[config.mk]
export PLATFORM = sky130hd
export DESIGN_NAME = lpic_regs
export DESIGN_NICKNAME = d
export VERILOG_FILES = /design/src/rtl/lpic_pkg.sv /design/src/rtl/lpic_regs.sv
export SDC_FILE = /design/constraint.sdc
export NUM_CORES = 1
export LEC_CHECK = 0
export BUFFER_PORTS_ARGS = -buffer_cell sky130_fd_sc_hd__buf_4
export CAP_MARGIN = 20
export CELL_PAD_IN_SITES_DETAIL_PLACEMENT = 1
export CELL_PAD_IN_SITES_GLOBAL_PLACEMENT = 2
export CORE_UTILIZATION = 34
export DETAILED_ROUTE_END_ITERATION = 6
export PLACE_DENSITY_LB_ADDON = 0.1
export SLEW_MARGIN = 30
export SYNTH_ARGS = -nofsm -noshare
export SYNTH_HDL_FRONTEND = slang
export SYNTH_SLANG_ARGS = --single-unit
[constraint.sdc]
create_clock -name clk -period 2.9 [get_ports clk]
set_clock_uncertainty 0.1 [all_clocks]
set_input_delay 0.29 -clock clk [delete_from_list [all_inputs] [get_ports clk]]
set_output_delay 0.29 -clock clk [all_outputs]
set_load 0.1 [all_outputs]
[src/rtl/lpic_pkg.sv]
// lift pid and intake control: shared types, register codes and constants
// used by every module of the block; depends on nothing else
`default_nettype none

package lpic_pkg;

  // field widths
  localparam int ANGLE_W  = 20;
  localparam int ERR_W    = 21;
  localparam int DERIV_W  = 22;
  localparam int INTEG_W  = 32;
  localparam int GAIN_W   = 24;
  localparam int DRIVE_W  = 15;
  localparam int MAG_W    = 16;
  localparam int P_PROD_W = GAIN_W + ERR_W;
  localparam int I_PROD_W = GAIN_W + INTEG_W;
  localparam int D_PROD_W = GAIN_W + DERIV_W;
  localparam int SUM_W    = I_PROD_W + 2;

  // gain fraction bits and drive saturation
  localparam int GAIN_FRAC_BITS = 8;
  localparam int DRIVE_LIMIT_MV = 12000;

  // stream widths
  localparam int IN_DATA_W  = 24;
  localparam int OUT_DATA_W = 24;
  localparam int CFG_ADDR_W = 3;

  // configuration register indexes
  typedef enum logic [CFG_ADDR_W-1:0] {
    REG_P_GAIN        = 3'd0,
    REG_I_GAIN        = 3'd1,
    REG_D_GAIN        = 3'd2,
    REG_DEAD_BAND     = 3'd3,
    REG_INTEGRAL_ZONE = 3'd4,
    REG_TOP_TARGET    = 3'd5,
    REG_BOTTOM_TARGET = 3'd6,
    REG_COAST_MARGIN  = 3'd7
  } reg_idx_t;

  // lift action codes
  typedef enum logic [1:0] {
    ACT_NONE  = 2'd0,
    ACT_COAST = 2'd1,
    ACT_DRIVE = 2'd2
  } action_t;

  // motor command codes
  typedef enum logic [1:0] {
    CMD_KEEP  = 2'd0,
    CMD_FWD   = 2'd1,
    CMD_REV   = 2'd2,
    CMD_BRAKE = 2'd3
  } cmd_t;

  // configuration register set
  typedef struct packed {
    logic signed [GAIN_W-1:0]  p_gain;
    logic signed [GAIN_W-1:0]  i_gain;
    logic signed [GAIN_W-1:0]  d_gain;
    logic [MAG_W-1:0]          dead_band;
    logic [MAG_W-1:0]          integral_zone;
    logic signed [ANGLE_W-1:0] top_target;
    logic signed [ANGLE_W-1:0] bottom_target;
    logic [MAG_W-1:0]          coast_margin;
  } cfg_t;

  // per-tick control flags carried down the pipeline
  typedef struct packed {
    logic step;
    logic coast;
    cmd_t left_intake;
    cmd_t right_intake;
    cmd_t top_roller;
  } ctl_t;

  // operands of the pid sum after the state update
  typedef struct packed {
    ctl_t                      ctl;
    logic signed [ERR_W-1:0]   err;
    logic signed [INTEG_W-1:0] integ;
    logic signed [DERIV_W-1:0] deriv;
  } tick_t;

  // one result item
  typedef struct packed {
    action_t                   lift_action;
    logic signed [DRIVE_W-1:0] lift_drive_mv;
    cmd_t                      left_intake;
    cmd_t                      right_intake;
    cmd_t                      top_roller;
  } result_t;

endpackage

`default_nettype wire

[src/rtl/lpic_regs.sv]
// lift pid and intake control: configuration register file
// depends on lpic_pkg
`default_nettype none

module lpic_regs (
  input  wire logic                              clk,
  input  wire logic                              rst,
  input  wire logic                              wr_en,
  input  wire logic [lpic_pkg::CFG_ADDR_W-1:0]   wr_addr,
  input  wire logic [lpic_pkg::GAIN_W-1:0]       wr_data,
  output lpic_pkg::cfg_t                         cfg
);

  lpic_pkg::reg_idx_t idx;

  assign idx = lpic_pkg::reg_idx_t'(wr_addr);

  // register writes, reset to the power-up tuning
  always_ff @(posedge clk) begin
    if (rst) begin
      cfg.p_gain        <= 24'sd11200;
      cfg.i_gain        <= 24'sd0;
      cfg.d_gain        <= 24'sd0;
      cfg.dead_band     <= 16'd16;
      cfg.integral_zone <= 16'd160;
      cfg.top_target    <= 20'sd8000;
      cfg.bottom_target <= 20'sd80;
      cfg.coast_margin  <= 16'd160;
    end else if (wr_en) begin
      unique case (idx)
        lpic_pkg::REG_P_GAIN:        cfg.p_gain        <= $signed(wr_data);
        lpic_pkg::REG_I_GAIN:        cfg.i_gain        <= $signed(wr_data);
        lpic_pkg::REG_D_GAIN:        cfg.d_gain        <= $signed(wr_data);
        lpic_pkg::REG_DEAD_BAND:     cfg.dead_band     <= wr_data[15:0];
        lpic_pkg::REG_INTEGRAL_ZONE: cfg.integral_zone <= wr_data[15:0];
        lpic_pkg::REG_TOP_TARGET:    cfg.top_target    <= $signed(wr_data[19:0]);
        lpic_pkg::REG_BOTTOM_TARGET: cfg.bottom_target <= $signed(wr_data[19:0]);
        lpic_pkg::REG_COAST_MARGIN:  cfg.coast_margin  <= wr_data[15:0];
      endcase
    end
  end

endmodule

`default_nettype wire

==> metrics.md, run 1 <==
| Metric | Value |
|---|---|
| Number of buffers added on ports | `189` |
| Fmax | `0.6540 GHz` |
| Met2 usage | `0.3400` |
| Comb power frac | `0.137` |
| Post-Synthesis Cells | `574` |
| Final HPWL DP | `12.73 mm` |
| Pint | `3.660 mW` |
| GRT Overall Usage | `0.1955` |
| Data arrival, critical path | `1.70 ns` |
| DRT antenna net count | `0` |
| NumNets Final | `778` |
| Reg area | `0.003203 sq mm` |
| Share of the yosys chip area belonging to registers | `0.5085` |
| Failing checks | `design-rule violations` |
| Clock sinks | `160` |
| Cell Area, Synth | `0.006299 sq mm` |
| Static Leak | `4.218 nW` |
| Synthesized flop and latch total | `160` |
| Initial core utilization | `0.3483` |
| GR Layer Usage met1 | `0.2367` |
| Final wirelength | `18.11 mm` |
| Final setup fails | `0` |
| Maximum buffer depth of the clock tree | `2` |
| Sw frac | `0.2862` |
| Vert. Die Dim | `138.1 microns` |
| Most frequent cells in the layout | `buf_4, nand2b_1, mux2i_1, dfxtp_1, nor2_1` |
| Largest net degree at the start of global routing | `82` |
| Synth cell types | `17` |
| Core area | `0.01809 sq mm` |
| Syn nets | `604` |
| Site row count | `49` |
| Final min period | `1.529 ns` |
| Status | `complete, but fails checks` |
| Fillers | `1973` |
| Sw power | `1.467 mW` |
| Die Area | `0.01907 sq mm` |
| Via/cell ratio | `4.644` |
| Max reg flops | `160` |
| Vias | `4598` |
| Sequential Power Share | `0.444` |
| Root Buffer | `clkbuf_16` |
| H-Tree Depth | `4` |
| Chip Width | `138.1 microns` |
| PostCTS Resize Cnt | `0` |
| Setup Crit Path Kind | `primary input to flip-flop` |
| Top Registers | `cfg (160)` |
| Multi-input logic area | `0.002880 sq mm` |
| Area grow syn2layout | `34.45%` |
| Clock share of power | `0.419` |
| Setup TNS Final | `0 ns` |
| CP Capture Type | `flip-flop` |
| Slowest library cell on the worst path | `or4b_2` |
| Maximum vdd drop | `0.4052 mV` |
| Crit-path cells | `buf_4 > or4b_2 > mux2i_1` |
| Drt drc | `18` |
| PD cells | `605.4 mW/mm^2` |
| Routed wire length per instance | `18.30 microns` |
| CP peak stage delay | `1.02 ns` |
| Overflow after GRT | `0` |
| Global-route wire length before repair | `28.54 mm` |
| Antenna violations before repair | `0` |
| Fraction of layout cells with a size suffix above 1 | `0.3154` |
| Slew @ Worst Pin | `0.6843 ns` |
| Largest Register | `cfg` |
| Fin cells | `990` |
| CTS tree | `built` |
| Later-pin clock latency in the skew report | `0.42 ns` |
| DRT iter0 DRCs | `148` |
| Met3 Resource Use GR | `0.04745` |
| RSZ-0062 raised after global routing | `false` |
| Ant. Diodes | `0` |
| Final Hold Fails | `0` |
| Placed Cells incl. Taps | `958` |
| Yosys warns | `0` |
| GR peak layer | `met2` |
| Slew HR | `0.5438` |
| Synth Area per Inst | `10.97 sq um` |
| Ports | `190` |
| First-pass DRT Iterations | `6` |
| Fin crit share | `0.5273` |
| Hold buffers post-CTS | `0` |
| Postcts setup bufs | `0` |
| CP max FO | `15` |
| Hold Path Class | `primary input to flip-flop` |
| Number of global-route vias before repair | `5052` |
| CP Launch Type | `primary input` |
| Inserted Clock Buffers | `17` |
| Data required time of the worst path | `3.07 ns` |
| Max-Cap Viols | `0` |
| Max-slew violation count | `0` |
| Commonest non-fill, non-tap cell in the layout | `buf_4` |
| Worst-path clk slew | `0.07 ns` |
| GP Congestion | `0.7841` |
[worst max-delay path, delay by kind of cell]
family	cells	cell delay, ns
buffers and inverters	1	0.15
multiplexers	1	0.22
AND/OR/NAND/NOR	1	1.02
[synth_stat cells]
cell	n	share of area
nor4bb_1	1	0.0016
or4b_1	1	0.0016
nor4b_1	1	0.0014
mux2i_1	160	0.25
buf_6	2	0.0036
nand4_2	1	0.0020
dfxtp_1	160	0.51
clkbuf_1	23	0.014
buf_12	1	0.0032
nor2_1	29	0.017
nand4bb_1	3	0.0054
and4b_1	1	0.0016
buf_2	18	0.014
nand2b_1	165	0.16
buf_1	4	0.0024
nand4b_1	3	0.0042
buf_4	1	0.0012
[per-stage QoR]
stage | hold slack [ns] | total power, mW | utilization | instance area [sq um] | setup WS [ns]
after floorplan | 0.3573 | 2.854 | - | 6299 | 1.409
after global placement | 0.3589 | 3.022 | 0.4369 | 7901 | 0.9124
after detailed placement | 0.3685 | 3.033 | 0.4369 | 7901 | 0.9382
after CTS | 0.04470 | 5.192 | 0.4682 | 8468 | 1.383
after global routing | 0.06771 | 5.311 | 0.4682 | 8468 | 1.345
final | 0.05367 | 5.127 | 0.4682 | 8468 | 1.371
[power by group through the flow]
stage | logic, mW | registers [mW] | clock network (mW)
after global placement | 0.699 | 2.32 | 0
after floorplan | 0.185 | 2.67 | 0
after global routing | 0.731 | 2.28 | 2.30
final | 0.703 | 2.28 | 2.15
after detailed placement | 0.708 | 2.32 | 0
after CTS | 0.710 | 2.28 | 2.21
[cells by family after synthesis]
family                 synth area share
buffers and inverters           0.03834
flip-flops                       0.5085
multiplexers                     0.2543
AND/OR/NAND/NOR                  0.1988
[per-layer routing]
| metal | vias up | share of wire |
|---|---|---|
| met5 | - | 0 |
| met4 | 0 | 0.011 |
| met3 | 16 | 0.047 |
| met2 | 112 | 0.49 |
| met1 | 2235 | 0.45 |
| li1 | 2235 | - |
[final cells by class]
class / instances / share of cell area
Clock buffer: 20 / 0.05393
Clock inverter: 12 / 0.01300
Multi-Input combinational cell: 365 / 0.3401
Sequential cell: 160 / 0.3783
Tap cell: 229 / 0.03384
Timing Repair Buffer: 204 / 0.1809
[final timing paths]
| path | startpoint | endpoint | slack (ns) | cells past startpoint |
|---|---|---|---|---|
| setup / recovery | wr_addr[0] | cfg[155] | 1.37 | 3 |
| hold / removal | wr_data[10] | cfg[46] | 0.05 | 3 |
| setup reg to reg | cfg[145] | cfg[145] | 2.10 | 2 |
| hold reg to reg | cfg[14] | cfg[14] | 0.38 | 2 |
(Power assumes the default switching activity.)
==> run 2: changes to the inputs <==
CORE_UTILIZATION = 32   (was 34)
clock period = 1.5 ns   (was 2.9 ns; I/O delays follow)
==> run 2 against run 1 <==
Effect of this change:
- the flow now finishes without violations
- non-clock buffer count increased by 23
- via count increased by 2.1%
- clock-buffer cell count decreased by 3
- first-iteration DRC count decreased by 25%
- critical path type is now flip-flop to output port
- highest routed layer unchanged
==> metrics.md, run 2 (synthesis gave the netlist of run 1 again) <==
| Metric | Value |
|---|---|
| DRT antenna net count | `0 (unchanged)` |
| Met2 usage | `0.3150 (-0.02494)` |
| Fmax | `0.7279 GHz` |
| Chip Width | `142.3 microns (+3.0%)` |
| Initial core utilization | `0.3312 (-0.01707)` |
| GP Congestion | `0.7411 (-5.5%)` |
| Postcts setup bufs | `0 (unchanged)` |
| Via/cell ratio | `4.496 (-3.2%)` |
| Slew @ Worst Pin | `0.4084 ns (-0.2759 ns)` |
| Fillers | `2116 (+7.2%)` |
| CP max FO | `2 (-13)` |
| Root Buffer | `clkbuf_16` |
| Met3 Resource Use GR | `0.04542 (-0.002030)` |
| Die Area | `0.02025 sq mm (+6.2%)` |
| Static Leak | `4.389 nW (+4.1%)` |
| Slew HR | `0.7277 (+0.1839)` |
| Final wirelength | `18.35 mm (+1.3%)` |
| RSZ-0062 raised after global routing | `false` |
| GRT Overall Usage | `0.1881 (-0.007405)` |
| Vert. Die Dim | `142.3 microns (+3.0%)` |
| Crit-path cells | `buf_4` |
| Final Hold Fails | `0 (unchanged)` |
| Worst hold slack | `0.02004 ns (-0.03363 ns)` |
| H-Tree Depth | `4 (unchanged)` |
| NumNets Final | `801 (+3.0%)` |
| Routed wire length per instance | `17.57 microns (-4.0%)` |
| First-pass DRT Iterations | `4 (-2)` |
| Ports | `190 (unchanged)` |
| Max reg flops | `160 (unchanged)` |
| Slowest library cell on the worst path | `dfxtp_1` |
| Vias | `4694 (+2.1%)` |
| Antenna violations before repair | `0 (unchanged)` |
| Most frequent cells in the layout | `buf_4, nand2b_1, mux2i_1, dfxtp_1, nor2_1` |
| Top Registers | `cfg (160)` |
| GR peak layer | `met2` |
| Largest net degree at the start of global routing | `52 (-37%)` |
| CP Capture Type | `output port` |
| Max-slew violation count | `0 (unchanged)` |
| Multi-input logic area | `0.002880 sq mm (unchanged)` |
| Clock sinks | `160 (unchanged)` |
| Data required time of the worst path | `1.25 ns (-1.82 ns)` |
| Setup TNS Final | `0 ns (unchanged)` |
| Number of global-route vias before repair | `5070 (+0.36%)` |
| Later-pin clock latency in the skew report | `0.42 ns (about the same)` |
| Maximum buffer depth of the clock tree | `2 (unchanged)` |
| Drt drc | `0 (-18)` |
| CP top delay family | `flip-flops` |
| Status | `completed` |
| Reg area | `0.003203 sq mm (unchanged)` |
| Overflow after GRT | `0 (unchanged)` |
| Area grow syn2layout | `40.17%` |
| Inserted Clock Buffers | `17 (unchanged)` |
| Core area | `0.01902 sq mm (+5.2%)` |
| Final min period | `1.374 ns` |
| CTS tree | `built` |
| Worst path bufs/invs | `1 (unchanged)` |
| Global-route wire length before repair | `28.56 mm (about the same)` |
| GR Layer Usage met1 | `0.2348 (-0.001905)` |
| Final HPWL DP | `12.96 mm (+1.8%)` |
| Ant. Diodes | `0 (unchanged)` |
| Fraction of layout cells with a size suffix above 1 | `0.3163 (+0.0009520)` |
| Site row count | `50 (+2.0%)` |
| Data arrival, critical path | `1.12 ns (-0.58 ns)` |
| Largest Register | `cfg` |
| PD cells | `1162 mW/mm^2 (+92%)` |
| CP Launch Type | `flip-flop` |
| Commonest non-fill, non-tap cell in the layout | `buf_4` |
| Fin crit share | `0.9159` |
| Setup Crit Path Kind | `flip-flop to output port` |
| Hold Path Class | `primary input to flip-flop` |
| Number of buffers added on ports | `189 (unchanged)` |
| DRT iter0 DRCs | `111 (-25%)` |
| Worst-path clk slew | `0.07 ns (about the same)` |
| Max-Cap Viols | `0 (unchanged)` |
| CP peak stage delay | `0.39 ns (-0.63 ns)` |
| Maximum vdd drop | `0.7565 mV (+87%)` |
| Final setup fails | `0 (unchanged)` |
## run 2: cell types whose count changed in the layout (fill, tap and decap cells not counted)
cell / delta
dlygate4sd3_1: +15
clkinvlp_4: -7
buf_12: +6
clkinv_4: +5
inv_8: +3
buf_4: +2
clkbuf_8: -2
inv_6: +2
bufinv_16: +1
clkbuf_1: -1
clkinv_2: -1
or4b_1: +1
or4b_2: -1
## run 2: power by group
part	internal, mW	total [mW]	switching [mW]
clock	2.52	4.45	1.93
combinational	0.403	1.41	1.01
sequential	4.34	4.40	0.0571
total	7.26	10.3	3.00
## run 2: layer usage
layer,part of all wire,vias to the layer above
met5,0,-
li1,-,2280
met4,0.011,0
met3,0.054,14
met2,0.48,115
met1,0.45,2285
## run 2: worst paths after layout
path                from       end  slack (ns)  cells past startpoint
max              cfg[76]   cfg[76]        0.13                      1
min          wr_data[17]  cfg[105]        0.02                      3
max reg2reg      cfg[55]   cfg[55]        0.75                      2
min reg2reg     cfg[127]  cfg[127]        0.37                      2
## run 2: timing repair
item / CTS / global route
gates resized for setup: 0 / 0
hold buffers: 15 / 0
hold endpoints to repair: 33 / 0
endpoints found under the setup margin: 0 / 0
## run 2: area by class of cell
cell class | count | area share
well taps | 260 | 0.03685
repair buffers | 227 | 0.2058
multi-input cells | 365 | 0.3262
clock buffers | 17 | 0.04819
flip-flops and latches | 160 | 0.3628
clock inverters | 15 | 0.02012
## run 2: stage by stage
stage | cell area [sq um] | utilization | setup slack [ns] | total power, mW | cells
after CTS | 8828 | 0.4642 | 0.1091 | 10.39 | 1044
after global placement | 8075 | 0.4246 | 0.1029 | 5.872 | 997
after floorplan | 6299 | - | 0.1493 | 5.517 | 574
after global routing | 8828 | 0.4642 | 0.09149 | 10.65 | 1044
final | 8828 | 0.4642 | 0.1262 | 10.26 | 1044
after detailed placement | 8075 | 0.4246 | 0.04682 | 5.891 | 997
