$ cat src/rtl/lpic_pkg.sv
// lift pid and intake control: shared types, register codes and constants
// used by every module of the block; depends on nothing else
`default_nettype none

package lpic_pkg;

  // field widths
  localparam int ANGLE_W  = 20;
  localparam int ERR_W    = 21;
  localparam int DERIV_W  = 22;
  localparam int INTEG_W  = 32;
  localparam int GAIN_W   = 24;
  localparam int DRIVE_W  = 15;
  localparam int MAG_W    = 16;
  localparam int P_PROD_W = GAIN_W + ERR_W;
  localparam int I_PROD_W = GAIN_W + INTEG_W;
  localparam int D_PROD_W = GAIN_W + DERIV_W;
  localparam int SUM_W    = I_PROD_W + 2;

  // gain fraction bits and drive saturation
  localparam int GAIN_FRAC_BITS = 8;
  localparam int DRIVE_LIMIT_MV = 12000;

  // stream widths
  localparam int IN_DATA_W  = 24;
  localparam int OUT_DATA_W = 24;
  localparam int CFG_ADDR_W = 3;

  // configuration register indexes
  typedef enum logic [CFG_ADDR_W-1:0] {
    REG_P_GAIN        = 3'd0,
    REG_I_GAIN        = 3'd1,
    REG_D_GAIN        = 3'd2,
    REG_DEAD_BAND     = 3'd3,
    REG_INTEGRAL_ZONE = 3'd4,
    REG_TOP_TARGET    = 3'd5,
    REG_BOTTOM_TARGET = 3'd6,
    REG_COAST_MARGIN  = 3'd7
  } reg_idx_t;

  // lift action codes
  typedef enum logic [1:0] {
    ACT_NONE  = 2'd0,
    ACT_COAST = 2'd1,
    ACT_DRIVE = 2'd2
  } action_t;

  // motor command codes
  typedef enum logic [1:0] {
    CMD_KEEP  = 2'd0,
    CMD_FWD   = 2'd1,
    CMD_REV   = 2'd2,
    CMD_BRAKE = 2'd3
  } cmd_t;

  // configuration register set
  typedef struct packed {
    logic signed [GAIN_W-1:0]  p_gain;
    logic signed [GAIN_W-1:0]  i_gain;
    logic signed [GAIN_W-1:0]  d_gain;
    logic [MAG_W-1:0]          dead_band;
    logic [MAG_W-1:0]          integral_zone;
    logic signed [ANGLE_W-1:0] top_target;
    logic signed [ANGLE_W-1:0] bottom_target;
    logic [MAG_W-1:0]          coast_margin;
  } cfg_t;

  // per-tick control flags carried down the pipeline
  typedef struct packed {
    logic step;
    logic coast;
    cmd_t left_intake;
    cmd_t right_intake;
    cmd_t top_roller;
  } ctl_t;

  // operands of the pid sum after the state update
  typedef struct packed {
    ctl_t                      ctl;
    logic signed [ERR_W-1:0]   err;
    logic signed [INTEG_W-1:0] integ;
    logic signed [DERIV_W-1:0] deriv;
  } tick_t;

  // one result item
  typedef struct packed {
    action_t                   lift_action;
    logic signed [DRIVE_W-1:0] lift_drive_mv;
    cmd_t                      left_intake;
    cmd_t                      right_intake;
    cmd_t                      top_roller;
  } result_t;

endpackage

`default_nettype wire

$ cat src/rtl/lpic_tick.sv
// lift pid and intake control: input register, lift and pid state update,
// integral zone logic and intake commands; depends on lpic_pkg
`default_nettype none

module lpic_tick (
  input  wire logic                              clk,
  input  wire logic                              rst,
  input  wire lpic_pkg::cfg_t                    cfg,
  input  wire logic                              in_load,
  input  wire logic [lpic_pkg::IN_DATA_W-1:0]    in_data,
  input  wire logic                              upd,
  input  wire logic                              tick_load,
  output lpic_pkg::tick_t                        tick
);

  // input register
  logic signed [lpic_pkg::ANGLE_W-1:0] angle;
  logic l1, l2, r1, r2;

  // controller state
  logic                                lift_raised;
  logic                                pid_enabled;
  logic signed [lpic_pkg::ANGLE_W-1:0] target_angle;
  logic signed [lpic_pkg::ERR_W-1:0]   previous_error;
  logic signed [lpic_pkg::INTEG_W-1:0] error_integral;

  logic                                lift_raised_next;
  logic                                pid_enabled_next;
  logic signed [lpic_pkg::ANGLE_W-1:0] target_angle_next;

  logic signed [lpic_pkg::ERR_W-1:0]   err;
  logic [lpic_pkg::ERR_W-1:0]          mag;
  logic signed [lpic_pkg::INTEG_W:0]   integ_sum;
  logic signed [lpic_pkg::INTEG_W-1:0] integ_sat;
  logic signed [lpic_pkg::INTEG_W-1:0] integ_new;
  logic signed [lpic_pkg::DERIV_W-1:0] deriv;
  logic signed [lpic_pkg::DERIV_W-1:0] coast_limit;
  logic signed [lpic_pkg::DERIV_W-1:0] angle_ext;
  logic                                in_zone;
  logic                                sign_flip;
  logic                                step;
  logic                                coast;
  lpic_pkg::cmd_t                      li, ri, tr;

  // input register
  always_ff @(posedge clk) begin
    if (in_load) begin
      angle <= $signed(in_data[19:0]);
      l1    <= in_data[20];
      l2    <= in_data[21];
      r1    <= in_data[22];
      r2    <= in_data[23];
    end
  end

  // lift target selection, raise wins over lower
  always_comb begin
    lift_raised_next  = lift_raised;
    pid_enabled_next  = pid_enabled;
    target_angle_next = target_angle;
    if (l1) begin
      lift_raised_next  = 1'b1;
      pid_enabled_next  = 1'b1;
      target_angle_next = cfg.top_target;
    end else if (l2) begin
      lift_raised_next  = 1'b0;
      target_angle_next = cfg.bottom_target;
    end
  end

  // error, magnitude and step decision
  always_comb begin
    err  = {target_angle_next[19], target_angle_next} - {angle[19], angle};
    mag  = err[20] ? 21'(-err) : 21'(err);
    step = pid_enabled_next && (mag > {5'd0, cfg.dead_band});
  end

  // integral with zone, saturation and clear on sign change
  always_comb begin
    integ_sum = {error_integral[31], error_integral} + {{12{err[20]}}, err};
    if (integ_sum[32] != integ_sum[31]) begin
      integ_sat = integ_sum[32] ? {1'b1, 31'd0} : {1'b0, {31{1'b1}}};
    end else begin
      integ_sat = integ_sum[31:0];
    end
    in_zone   = mag < {5'd0, cfg.integral_zone};
    sign_flip = (err[20] && !previous_error[20] && (previous_error != '0)) ||
                (!err[20] && (err != '0) && previous_error[20]);
    integ_new = (in_zone && !sign_flip) ? integ_sat : '0;
    deriv     = {err[20], err} - {previous_error[20], previous_error};
  end

  // coast when lowered and below the bottom target plus margin
  always_comb begin
    angle_ext   = {{2{angle[19]}}, angle};
    coast_limit = {{2{cfg.bottom_target[19]}}, cfg.bottom_target} +
                  {6'd0, cfg.coast_margin};
    coast       = !lift_raised_next && (angle_ext < coast_limit);
  end

  // intake commands from the updated lift state
  always_comb begin
    if (!lift_raised_next) begin
      if (r1) begin
        li = lpic_pkg::CMD_FWD; ri = lpic_pkg::CMD_FWD; tr = lpic_pkg::CMD_FWD;
      end else if (r2) begin
        li = lpic_pkg::CMD_REV; ri = lpic_pkg::CMD_REV; tr = lpic_pkg::CMD_REV;
      end else begin
        li = lpic_pkg::CMD_BRAKE; ri = lpic_pkg::CMD_BRAKE; tr = lpic_pkg::CMD_BRAKE;
      end
    end else begin
      if (r1) begin
        li = lpic_pkg::CMD_FWD; ri = lpic_pkg::CMD_FWD; tr = lpic_pkg::CMD_KEEP;
      end else if (r2) begin
        li = lpic_pkg::CMD_KEEP; ri = lpic_pkg::CMD_KEEP; tr = lpic_pkg::CMD_REV;
      end else begin
        li = lpic_pkg::CMD_BRAKE; ri = lpic_pkg::CMD_BRAKE; tr = lpic_pkg::CMD_BRAKE;
      end
    end
  end

  // controller state update, once per accepted tick
  always_ff @(posedge clk) begin
    if (rst) begin
      lift_raised    <= 1'b0;
      pid_enabled    <= 1'b0;
      target_angle   <= '0;
      previous_error <= '0;
      error_integral <= '0;
    end else if (upd) begin
      lift_raised  <= lift_raised_next;
      pid_enabled  <= pid_enabled_next;
      target_angle <= target_angle_next;
      if (step) begin
        previous_error <= err;
        error_integral <= integ_new;
      end
    end
  end

  // operand register toward the multiply stage
  always_ff @(posedge clk) begin
    if (tick_load) begin
      tick.ctl.step         <= step;
      tick.ctl.coast        <= coast;
      tick.ctl.left_intake  <= li;
      tick.ctl.right_intake <= ri;
      tick.ctl.top_roller   <= tr;
      tick.err              <= err;
      tick.integ            <= integ_new;
      tick.deriv            <= deriv;
    end
  end

endmodule

`default_nettype wire

$ cat config.mk
export PLATFORM = sky130hd
export DESIGN_NAME = lpic_tick
export DESIGN_NICKNAME = d
export VERILOG_FILES = /design/src/rtl/lpic_pkg.sv /design/src/rtl/lpic_tick.sv
export SDC_FILE = /design/constraint.sdc
export NUM_CORES = 1
export LEC_CHECK = 0
export ABC_AREA = 0
export BUFFER_PORTS_ARGS = -buffer_cell sky130_fd_sc_hd__buf_4
export CAP_MARGIN = 10
export CORE_UTILIZATION = 45
export CTS_CLUSTER_DIAMETER = 40
export DETAILED_ROUTE_END_ITERATION = 6
export PLACE_DENSITY = 0.67
export SETUP_SLACK_MARGIN = 0.05
export SYNTH_ARGS = -nofsm -noshare
export SYNTH_HDL_FRONTEND = slang
export SYNTH_SLANG_ARGS = --single-unit
export TNS_END_PERCENT = 10
$ cat constraint.sdc
create_clock -name clk -period 10 [get_ports clk]
set_clock_uncertainty 0.1 [all_clocks]
set_input_delay 0.5 -clock clk [delete_from_list [all_inputs] [get_ports clk]]
set_output_delay 0.5 -clock clk [all_outputs]
set_load 0.01 [all_outputs]
==> results of run 1 <==
cell type report:
type                       instances  area, um2
sequential                       180       4650
clock inverter                    15        163
clock buffer                      17        425
fill                            2679      13200
multi-input combinational       1062       8000
timing repair buffer             215       1610
tap                              384        480
inverter                         123        462
state kept, by name, indices dropped and copies added, names as in the netlist:
signal / cells
angle: 20
error_integral: 32
l1: 1
l2: 1
lift_raised: 1
pid_enabled: 1
previous_error: 21
r1: 1
r2: 1
target_angle: 20
tick: 81
path summary, 6_finish.rpt:
kind | from | to | slack (ns) | cells past startpoint
max | l2 | previous_error[19] | 2.38 | 24
min | in_data[10] | angle[10] | 0.13 | 1
max reg2reg | l2 | previous_error[19] | 2.38 | 24
min reg2reg | previous_error[1] | previous_error[1] | 0.38 | 2
per-stage QoR:
stage / worst slack, ns / total power, uW / hold WS [ns] / cell area [um2] / std cells
6_report: 2.38 / 3300 / 0.128 / 15800 / 1996
2_1_floorplan: 3.50 / 2140 / 0.354 / 13400 / 1423
4_1_cts: 2.36 / 3320 / 0.116 / 15800 / 1996
3_3_place_gp: 2.53 / 2600 / 0.363 / 15200 / 1964
5_1_grt: 1.88 / 3530 / 0.116 / 15800 / 1996
3_5_place_dp: 2.37 / 2640 / 0.369 / 15200 / 1964
power by group through the flow:
stage          sequential (uW)  clock, uW  combinational [uW]
2_1_floorplan             1020          0                1120
6_report                   974        674                1650
4_1_cts                    977        688                1650
3_5_place_dp               994          0                1640
5_1_grt                    985        714                1830
3_3_place_gp               991          0                1600
routing by layer:
layer | vias up | wire length (um)
met1 | 5230 | 14900
met3 | 36 | 1540
met5 | - | 0
li1 | 5536 | -
met4 | 0 | 545
met2 | 277 | 15800
synthesized netlist by cell type, types with 10 or more instances:
cell type / count
nor2_1: 153
ha_1: 142
inv_1: 122
a21oi_1: 106
edfxtp_1: 105
o21ai_0: 78
nand2_1: 76
dfxtp_1: 75
xnor2_1: 53
a21o_1: 44
mux2i_1: 44
nand3_1: 34
xor2_1: 33
clkbuf_1: 32
o41ai_2: 31
o211ai_1: 30
nor3_1: 18
o21a_1: 16
o211ai_2: 15
nor2b_1: 13
buf_6: 12
a31oi_1: 11
a211oi_1: 10
nand2b_1: 10
nand4_1: 10
worst max-delay path, delay by kind of cell, from the launching register on:
kind	cells	cell delay (ns)
muxes	1	0.24
buffers and inverters	1	0.05
xor gates and xnor gates	2	0.64
adders and majority gates	3	0.95
DFF	1	0.71
and+or+nand+nor	6	1.46
AOI/OAI and AO/OA	11	3.30
cell families (layout without fill, tap and decap cells):
logic type / after synthesis / count (layout) / synth area share [%]
adders and majority gates: 147 / 147 / 13.9
xor gates and xnor gates: 88 / 88 / 5.86
DFF: 180 / 180 / 34.7
buffers and inverters: 181 / 370 / 5.91
AOI/OAI and AO/OA: 411 / 411 / 22.9
and+or+nand+nor: 369 / 369 / 13.1
muxes: 47 / 47 / 3.56
==> impl_metrics.json, run 1 <==
{
  "hold_violations": 0,
  "io_pins": 272,
  "fin_crit_sh_pct": 76.2,
  "async_flop_share_pct": 0,
  "antenna_left": 0,
  "core-area_um2": 29000,
  "internal_power_uw": 1930,
  "drtIter0Drc": 656,
  "crit_fanout": 80,
  "grt_use_met1_pct": 28.0,
  "grt_usage_pct": 21.7,
  "crit_path_end_kind": "flip-flop",
  "cts.sinks": 180,
  "cts_hold_buffers": 0,
  "final_common_cell": "buf_4",
  "grt_pass1_wl_um": 53800,
  "hold_class": "primary input to flip-flop",
  "p_switching_uw": 1370,
  "syn2layout_area_growth_pct": 17.8,
  "cts_resized": 0,
  "hpwl_um": 24900,
  "final_cell_mix": "215 x buf_4, 153 x nor2_1, 142 x ha_1, 122 x inv_1, 106 x a21oi_1",
  "antenna_found_initial": 0,
  "critical-path-slowest-cell": "o211a_4",
  "yosysSeqAreaShare_pct": 34.7,
  "p_per_area_nw_per_um2": 209,
  "avgSynthCellArea_um2": 9.42,
  "yosys_warnings": 0,
  "postLayoutCoreUtil_pct": 54.5,
  "grt.overflow.total": 0,
  "cts_buffer_depth": 2,
  "rsz0062_at_grt": "false",
  "drv_cap": 0,
  "start_util_pct": 46.2,
  "clock_latency_ns": 0.44,
  "grt_max_degree": 82,
  "portBuffers": 199,
  "critPathRequiredTime_ns": 10.27,
  "synth_area_um2": 13400,
  "drt_first_pass_iters": 5,
  "layout_min_cycle_time_ns": 7.62,
  "maxSlewHeadroom_pct": 20.5,
  "status": "finished clean",
  "cts_htree_levels": 4,
  "cp_cell_sequence": "mux2i_1, nor2_1, a21oi_1, ha_1, inv_1, fa_1, a211oi_4, nor2_1, xnor2_1, nor3_1, nand2_1, nor4_1, nor2_1, xor2_1, ha_1, a21o_1, a21o_1, a2111oi_0, a21oi_1, a21oi_1, o21a_1, o211a_4, o21ai_0, a21oi_1",
  "grt_busiest_layer": "met2",
  "leakagePower_uw": 0.00711,
  "antennaDiodeCount": 0,
  "drt_wl_total_um": 32800,
  "worstMarginPinSlew_ns": 1.19,
  "cts_buffers": 17,
  "grt_use_met2_pct": 37.5,
  "fp.dieArea_um2": 30500,
  "synth-seq-cells": 180,
  "die_w_um": 175,
  "max_freq_ghz": 0.131,
  "final_layout_size_suffix_gt1_share_pct": 20.3,
  "critical-path-max-stage-delay_ns": 0.94,
  "synth-edff-count": 105,
  "netSwitchingFraction_pct": 41.4,
  "dr_total_vias": 11100,
  "drv_slew": 0,
  "synth_top_area_share_pct": 23.5,
  "seqPwrFrac_pct": 29.5,
  "fin_nets": 1934,
  "die_y_um": 175,
  "ys_dominant_reg_cell": "edfxtp_1",
  "viasPerCell": 5.55,
  "root_buffer": "clkbuf_16",
  "postCtsSetupRepairBufs": 0,
  "cts_tree": "built",
  "wl_per_cell_um": 16.5,
  "yosys-top-cells-area": "edfxtp_1 24%, ha_1 13%, dfxtp_1 11%",
  "grt_pass1_vias": 10900,
  "peakVddDrop_uv": 103,
  "synth_nets": 1758,
  "use_met3_pct": 3.42,
  "setup_violations": 0,
  "combinationalPowerShare_pct": 50.1,
  "fin_tns_setup_ns": 0,
  "synth_cell_types": 87,
  "clk_pin_slew_worst_paths_ns": 0.08,
  "critPathLaunchType": "flip-flop",
  "synth_top_area_cell": "edfxtp_1",
  "p_clk_share_pct": 20.4,
  "core.rowCount": 62,
  "crit_arrival_ns": 7.89,
  "synthCells": 1423,
  "route.detailed.drc": 0,
  "gp_congestion": 0.912,
  "crit_top_cell": "a21oi_1",
  "crit_type": "flip-flop to flip-flop"
}
Power figures use the tool's default switching activity.
==> run 2: changes to the inputs <==
PLACE_DENSITY = 0.7   (was 0.67)
clock period = 6.7 ns   (was 10 ns; I/O delays follow)
==> impl_metrics.json, run 2 (synthesis gave the netlist of run 1 again) <==
{
  "status": "finished clean",
  "fin_crit_sh_pct": 94.5,
  "drtIter0Drc": 786,
  "crit_type": "flip-flop to flip-flop",
  "cts_buffer_depth": 2,
  "drt_wl_total_um": 33600,
  "crit_top_cell": "a21o_1",
  "max_freq_ghz": 0.158,
  "io_pins": 272,
  "layout_min_cycle_time_ns": 6.33,
  "portBuffers": 199,
  "syn2layout_area_growth_pct": 21.6,
  "critPathLaunchType": "flip-flop",
  "grt_pass1_vias": 11000,
  "dp_cells": 1982,
  "hold_violations": 0,
  "critPathRequiredTime_ns": 6.95,
  "critical-path-slowest-cell": "ha_1",
  "cts_buffers": 17,
  "fin_tns_setup_ns": 0,
  "path_buf_inv": 3,
  "drt_first_pass_iters": 7,
  "antenna_found_initial": 0,
  "hpwl_um": 25600,
  "p_per_area_nw_per_um2": 309,
  "grt.overflow.total": 0,
  "start_util_pct": 46.2,
  "core.rowCount": 62,
  "grt_usage_pct": 22.2,
  "final_layout_size_suffix_gt1_share_pct": 21.6,
  "peakVddDrop_uv": 178,
  "die_w_um": 175,
  "dr_total_vias": 11300,
  "viasPerCell": 5.53,
  "gp_congestion": 0.939,
  "final_cell_mix": "232 x buf_4, 153 x nor2_1, 140 x ha_1, 121 x inv_1",
  "antenna_left": 0,
  "cts_htree_levels": 4,
  "grt_max_degree": 82,
  "rsz0062_at_grt": "false",
  "cts.sinks": 180,
  "fp.dieArea_um2": 30500,
  "largest_registers": "tick x81, error_integral x32, previous_error x21",
  "clock_latency_ns": 0.45,
  "critical-path-max-stage-delay_ns": 0.48,
  "hold_class": "primary input to flip-flop",
  "wl_per_cell_um": 16.5,
  "crit_path_end_kind": "flip-flop",
  "route.detailed.drc": 0,
  "core-area_um2": 29000,
  "setup_violations": 0,
  "r2r_slack_ns": 0.37,
  "crit_fanout": 60,
  "cts_tree": "built",
  "final-instance-count-excl-fill": 2041,
  "worstMarginPinSlew_ns": 0.998,
  "final_common_cell": "buf_4",
  "drv_slew": 0,
  "root_buffer": "clkbuf_16",
  "maxSlewHeadroom_pct": 33.5,
  "drv_cap": 0,
  "die_y_um": 175,
  "antennaDiodeCount": 0,
  "top_register": "tick",
  "grt_pass1_wl_um": 54700,
  "fin_nets": 1979,
  "clk_pin_slew_worst_paths_ns": 0.09,
  "crit_arrival_ns": 6.58,
  "critical-path-top-delay-family": "compound AO/OA/AOI/OAI gates",
  "leakagePower_uw": 0.00734,
  "largest_register_ffs": 81
}
run 2: path summary, 6_finish.rpt:
| kind | start | cells after the start | end |
|---|---|---|---|
| worst max register to register | l2 | 25 | previous_error[0] |
| worst min-delay path | in_load | 1 | angle[3] |
| worst max-delay path | l2 | 25 | previous_error[0] |
| worst min register to register | previous_error[3] | 2 | previous_error[3] |
run 2: routing by layer:
| metal | vias up | GRT usage [%] | share of wire, % |
|---|---|---|---|
| met5 | - | 0 | 0 |
| met4 | 0 | 7.57 | 2.3 |
| li1 | 5636 | - | - |
| met3 | 54 | 2.61 | 5.1 |
| met2 | 352 | 37.7 | 48 |
| met1 | 5248 | 29.3 | 45 |
run 2: timing repair:
| action | CTS | global route |
|---|---|---|
| endpoints found under the setup margin | 0 | 85 |
| hold endpoints to repair | 24 | 0 |
| hold buffers | 24 | 0 |
| resized for setup | 0 | 23 |
| setup buffers | 0 | 3 |
run 2: worst register-to-register path, delay by kind of cell (launching register included):
family          cells  cell delay, ns
xor+xnor            1            0.26
simple gates        6            1.16
fa+ha+maj           2            0.79
compound gates     12            2.52
buf+inv             3            0.79
mux                 1            0.21
flops               1            0.42
run 2: power breakdown:
part	internal, uW	total (uW)	leakage, uW	switching [uW]
clock	508	1010	0.000279	506
sequential	1390	1450	0.00166	64.7
combinational	1060	2560	0.00540	1500
total	2960	5030	0.00734	2070
run 2: area by class of cell:
type | instances | area (um2)
inverter | 123 | 462
multi-input combinational | 1062 | 8060
timing repair buffer | 260 | 2060
fill | 2631 | 12700
tap | 384 | 480
sequential | 180 | 4650
clock buffer | 19 | 443
clock inverter | 13 | 139
run 2: stage by stage:
stage | total power, uW | worst slack [ns] | util (%) | hold WS [ns] | cell area, um2
after floorplan | 3190 | 0.198 | - | 0.334 | 13400
after global placement | 3910 | 0.359 | 53.0 | 0.361 | 15400
after detailed placement | 3980 | 0.229 | 53.0 | 0.367 | 15400
after CTS | 5020 | 0.174 | 55.8 | 0.216 | 16200
after global routing | 5380 | 0.0319 | 56.2 | 0.234 | 16300
final | 5030 | 0.370 | 56.2 | 0.219 | 16300
==> run 3: changes to the inputs <==
--- a/config.mk
+++ b/config.mk
@@ -11,7 +11,9 @@
 export CORE_UTILIZATION = 45
 export CTS_CLUSTER_DIAMETER = 40
+export CTS_CLUSTER_SIZE = 8
 export DETAILED_ROUTE_END_ITERATION = 6
 export PLACE_DENSITY = 0.7
 export SETUP_SLACK_MARGIN = 0.05
+export SLEW_MARGIN = 20
 export SYNTH_ARGS = -nofsm -noshare
 export SYNTH_HDL_FRONTEND = slang
==> constraint.sdc (replaced) <==
create_clock -name clk -period 6.7 [get_ports clk]
set_clock_uncertainty 0.1 [all_clocks]
set_input_delay 1.34 -clock clk [delete_from_list [all_inputs] [get_ports clk]]
set_output_delay 1.34 -clock clk [all_outputs]
set_load 0.01 [all_outputs]
==> impl_metrics.json, run 3 (synthesis gave the netlist of run 1 again) <==
{
  "hold_class": "flip-flop to flip-flop",
  "grt_pass1_wl_um": 54600,
  "r2r_slack_ns": 0.50,
  "fillerInstances": 2578,
  "fin_nets": 2070,
  "cts_buffer_depth": 2,
  "antenna_left": 0,
  "route.detailed.drc": 0,
  "final_common_cell": "buf_4",
  "p_per_area_nw_per_um2": 316,
  "cp-startpoint": "cfg[16]",
  "holdPathEnd": "previous_error[3]",
  "drt_first_pass_iters": 7,
  "fin_crit_sh_pct": 97.1,
  "cts.sinks": 180,
  "dr_total_vias": 11700,
  "maxSlewHeadroom_pct": 52.6,
  "fin_tns_setup_ns": 0,
  "grt_max_degree": 61,
  "critPathRequiredTime_ns": 6.96,
  "largest_register_ffs": 81,
  "die_y_um": 175,
  "drtIter0Drc": 839,
  "clock_latency_ns": 0.44,
  "whs_path_depth": 2,
  "crit_path_end_kind": "flip-flop",
  "max_freq_ghz": 0.154,
  "crit_arrival_ns": 6.76,
  "wl_per_cell_um": 16.2,
  "core.rowCount": 62,
  "hpwl_um": 26900,
  "root_buffer": "clkbuf_16",
  "peakVddDrop_uv": 205,
  "rsz0062_at_grt": "true",
  "drv_slew": 0,
  "antennaDiodeCount": 0,
  "cts_htree_levels": 4,
  "rr_endpoint": "previous_error[18]",
  "status": "finished clean",
  "drv_cap": 0,
  "critical-path-max-stage-delay_ns": 0.50,
  "grt_pass1_vias": 11300,
  "critPathLaunchType": "primary input",
  "grt_usage_pct": 22.2,
  "cts_buffers": 17,
  "top_register": "tick",
  "gp_congestion": 0.924,
  "antenna_found_initial": 0,
  "fin_ws_ns": 0.196,
  "core-area_um2": 29000,
  "leakagePower_uw": 0.00784,
  "die_w_um": 175,
  "drt_wl_total_um": 34400,
  "fp.dieArea_um2": 30500,
  "crit_top_cell": "buf_4",
  "largest_registers": "tick x81, error_integral x32, previous_error x21",
  "cts_tree": "built",
  "portBuffers": 199,
  "viasPerCell": 5.47,
  "cts_hold_buffers": 0,
  "min_from": "previous_error[3]",
  "io_pins": 272,
  "r2r-start": "l2",
  "reg2reg_depth": 28,
  "power_uw": 5390,
  "timing.hold.ws_ns": 0.381,
  "clk_pin_slew_worst_paths_ns": 0.07,
  "start_util_pct": 46.2,
  "dpl_worst_slack_ns": -0.654,
  "critical-path-slowest-cell": "or4_4",
  "setup_violations": 0,
  "hold_violations": 0,
  "layout_min_cycle_time_ns": 6.50,
  "crit_fanout": 13,
  "syn2layout_area_growth_pct": 27.4,
  "final_cell_mix": "339 x buf_4, 151 x nor2_1, 141 x ha_1, 121 x inv_1, 105 x edfxtp_1",
  "grt.overflow.total": 0,
  "worstMarginPinSlew_ns": 0.711,
  "final_layout_size_suffix_gt1_share_pct": 27.7,
  "crit_type": "primary input to flip-flop"
}
run 3: final cells by class:
cell class | count | area, um2 | area share (%)
Clock buffer | 17 | 425 | 2.49
Clock inverter | 15 | 171 | 1.00
Inverter | 123 | 462 | 2.70
Multi-Input combinational cell | 1062 | 8110 | 47.5
Sequential cell | 180 | 4650 | 27.2
Tap cell | 384 | 480 | 2.81
Timing Repair Buffer | 351 | 2780 | 16.3
run 3: what timing repair did:
| item | CTS | global route |
|---|---|---|
| setup buffers | 0 | 5 |
| endpoints found under the setup margin | 54 | 85 |
| pin swaps | 1 | 9 |
| resized for setup | 6 | 28 |
| endpoints found under the hold margin | 0 | 0 |
| gates cloned | 1 | 2 |
run 3: worst max-delay path by stage:
stage,cells past startpoint,slack [ns],end
after floorplan,26,0.09,error_integral[10]
after global placement,30,-0.46,previous_error[0]
after detailed placement,30,-0.65,previous_error[7]
after CTS,31,0.06,previous_error[12]
after global routing,31,-0.001,previous_error[17]
final,31,0.20,previous_error[18]
run 3: stage by stage:
stage	instance area, um2	instances	utilization [%]
finish	17100	2132	58.9
global route	17100	2132	58.9
CTS	16900	2125	58.2
detailed placement	16200	2092	56.0
global placement	16200	2092	56.0
floorplan	13400	1423	-
run 3: report_power, final:
part           internal [uW]  switching [uW]
clock network            561             470
logic                   1320            1590
registers               1390            64.2
total                   3270            2120
run 3: critical path, delay by kind of cell:
family	cells	cell delay, ns
AO/OA/AOI/OAI	10	1.90
AND/OR/NAND/NOR	8	1.23
buffers and inverters	7	0.93
adder cells (fa/ha/maj)	3	0.84
XOR/XNOR	2	0.39
multiplexers	1	0.13
run 3: per-layer routing:
| layer | wire length, um | GRT usage (%) | up-vias | part of all wire, % |
|---|---|---|---|---|
| met5 | 0 | 0 | - | 0 |
| met1 | 15500 | 28.4 | 5460 | 45 |
| met3 | 1800 | 3.79 | 50 | 5.2 |
| met4 | 806 | 7.36 | 0 | 2.3 |
| met2 | 16400 | 37.8 | 346 | 48 |
| li1 | - | - | 5812 | - |
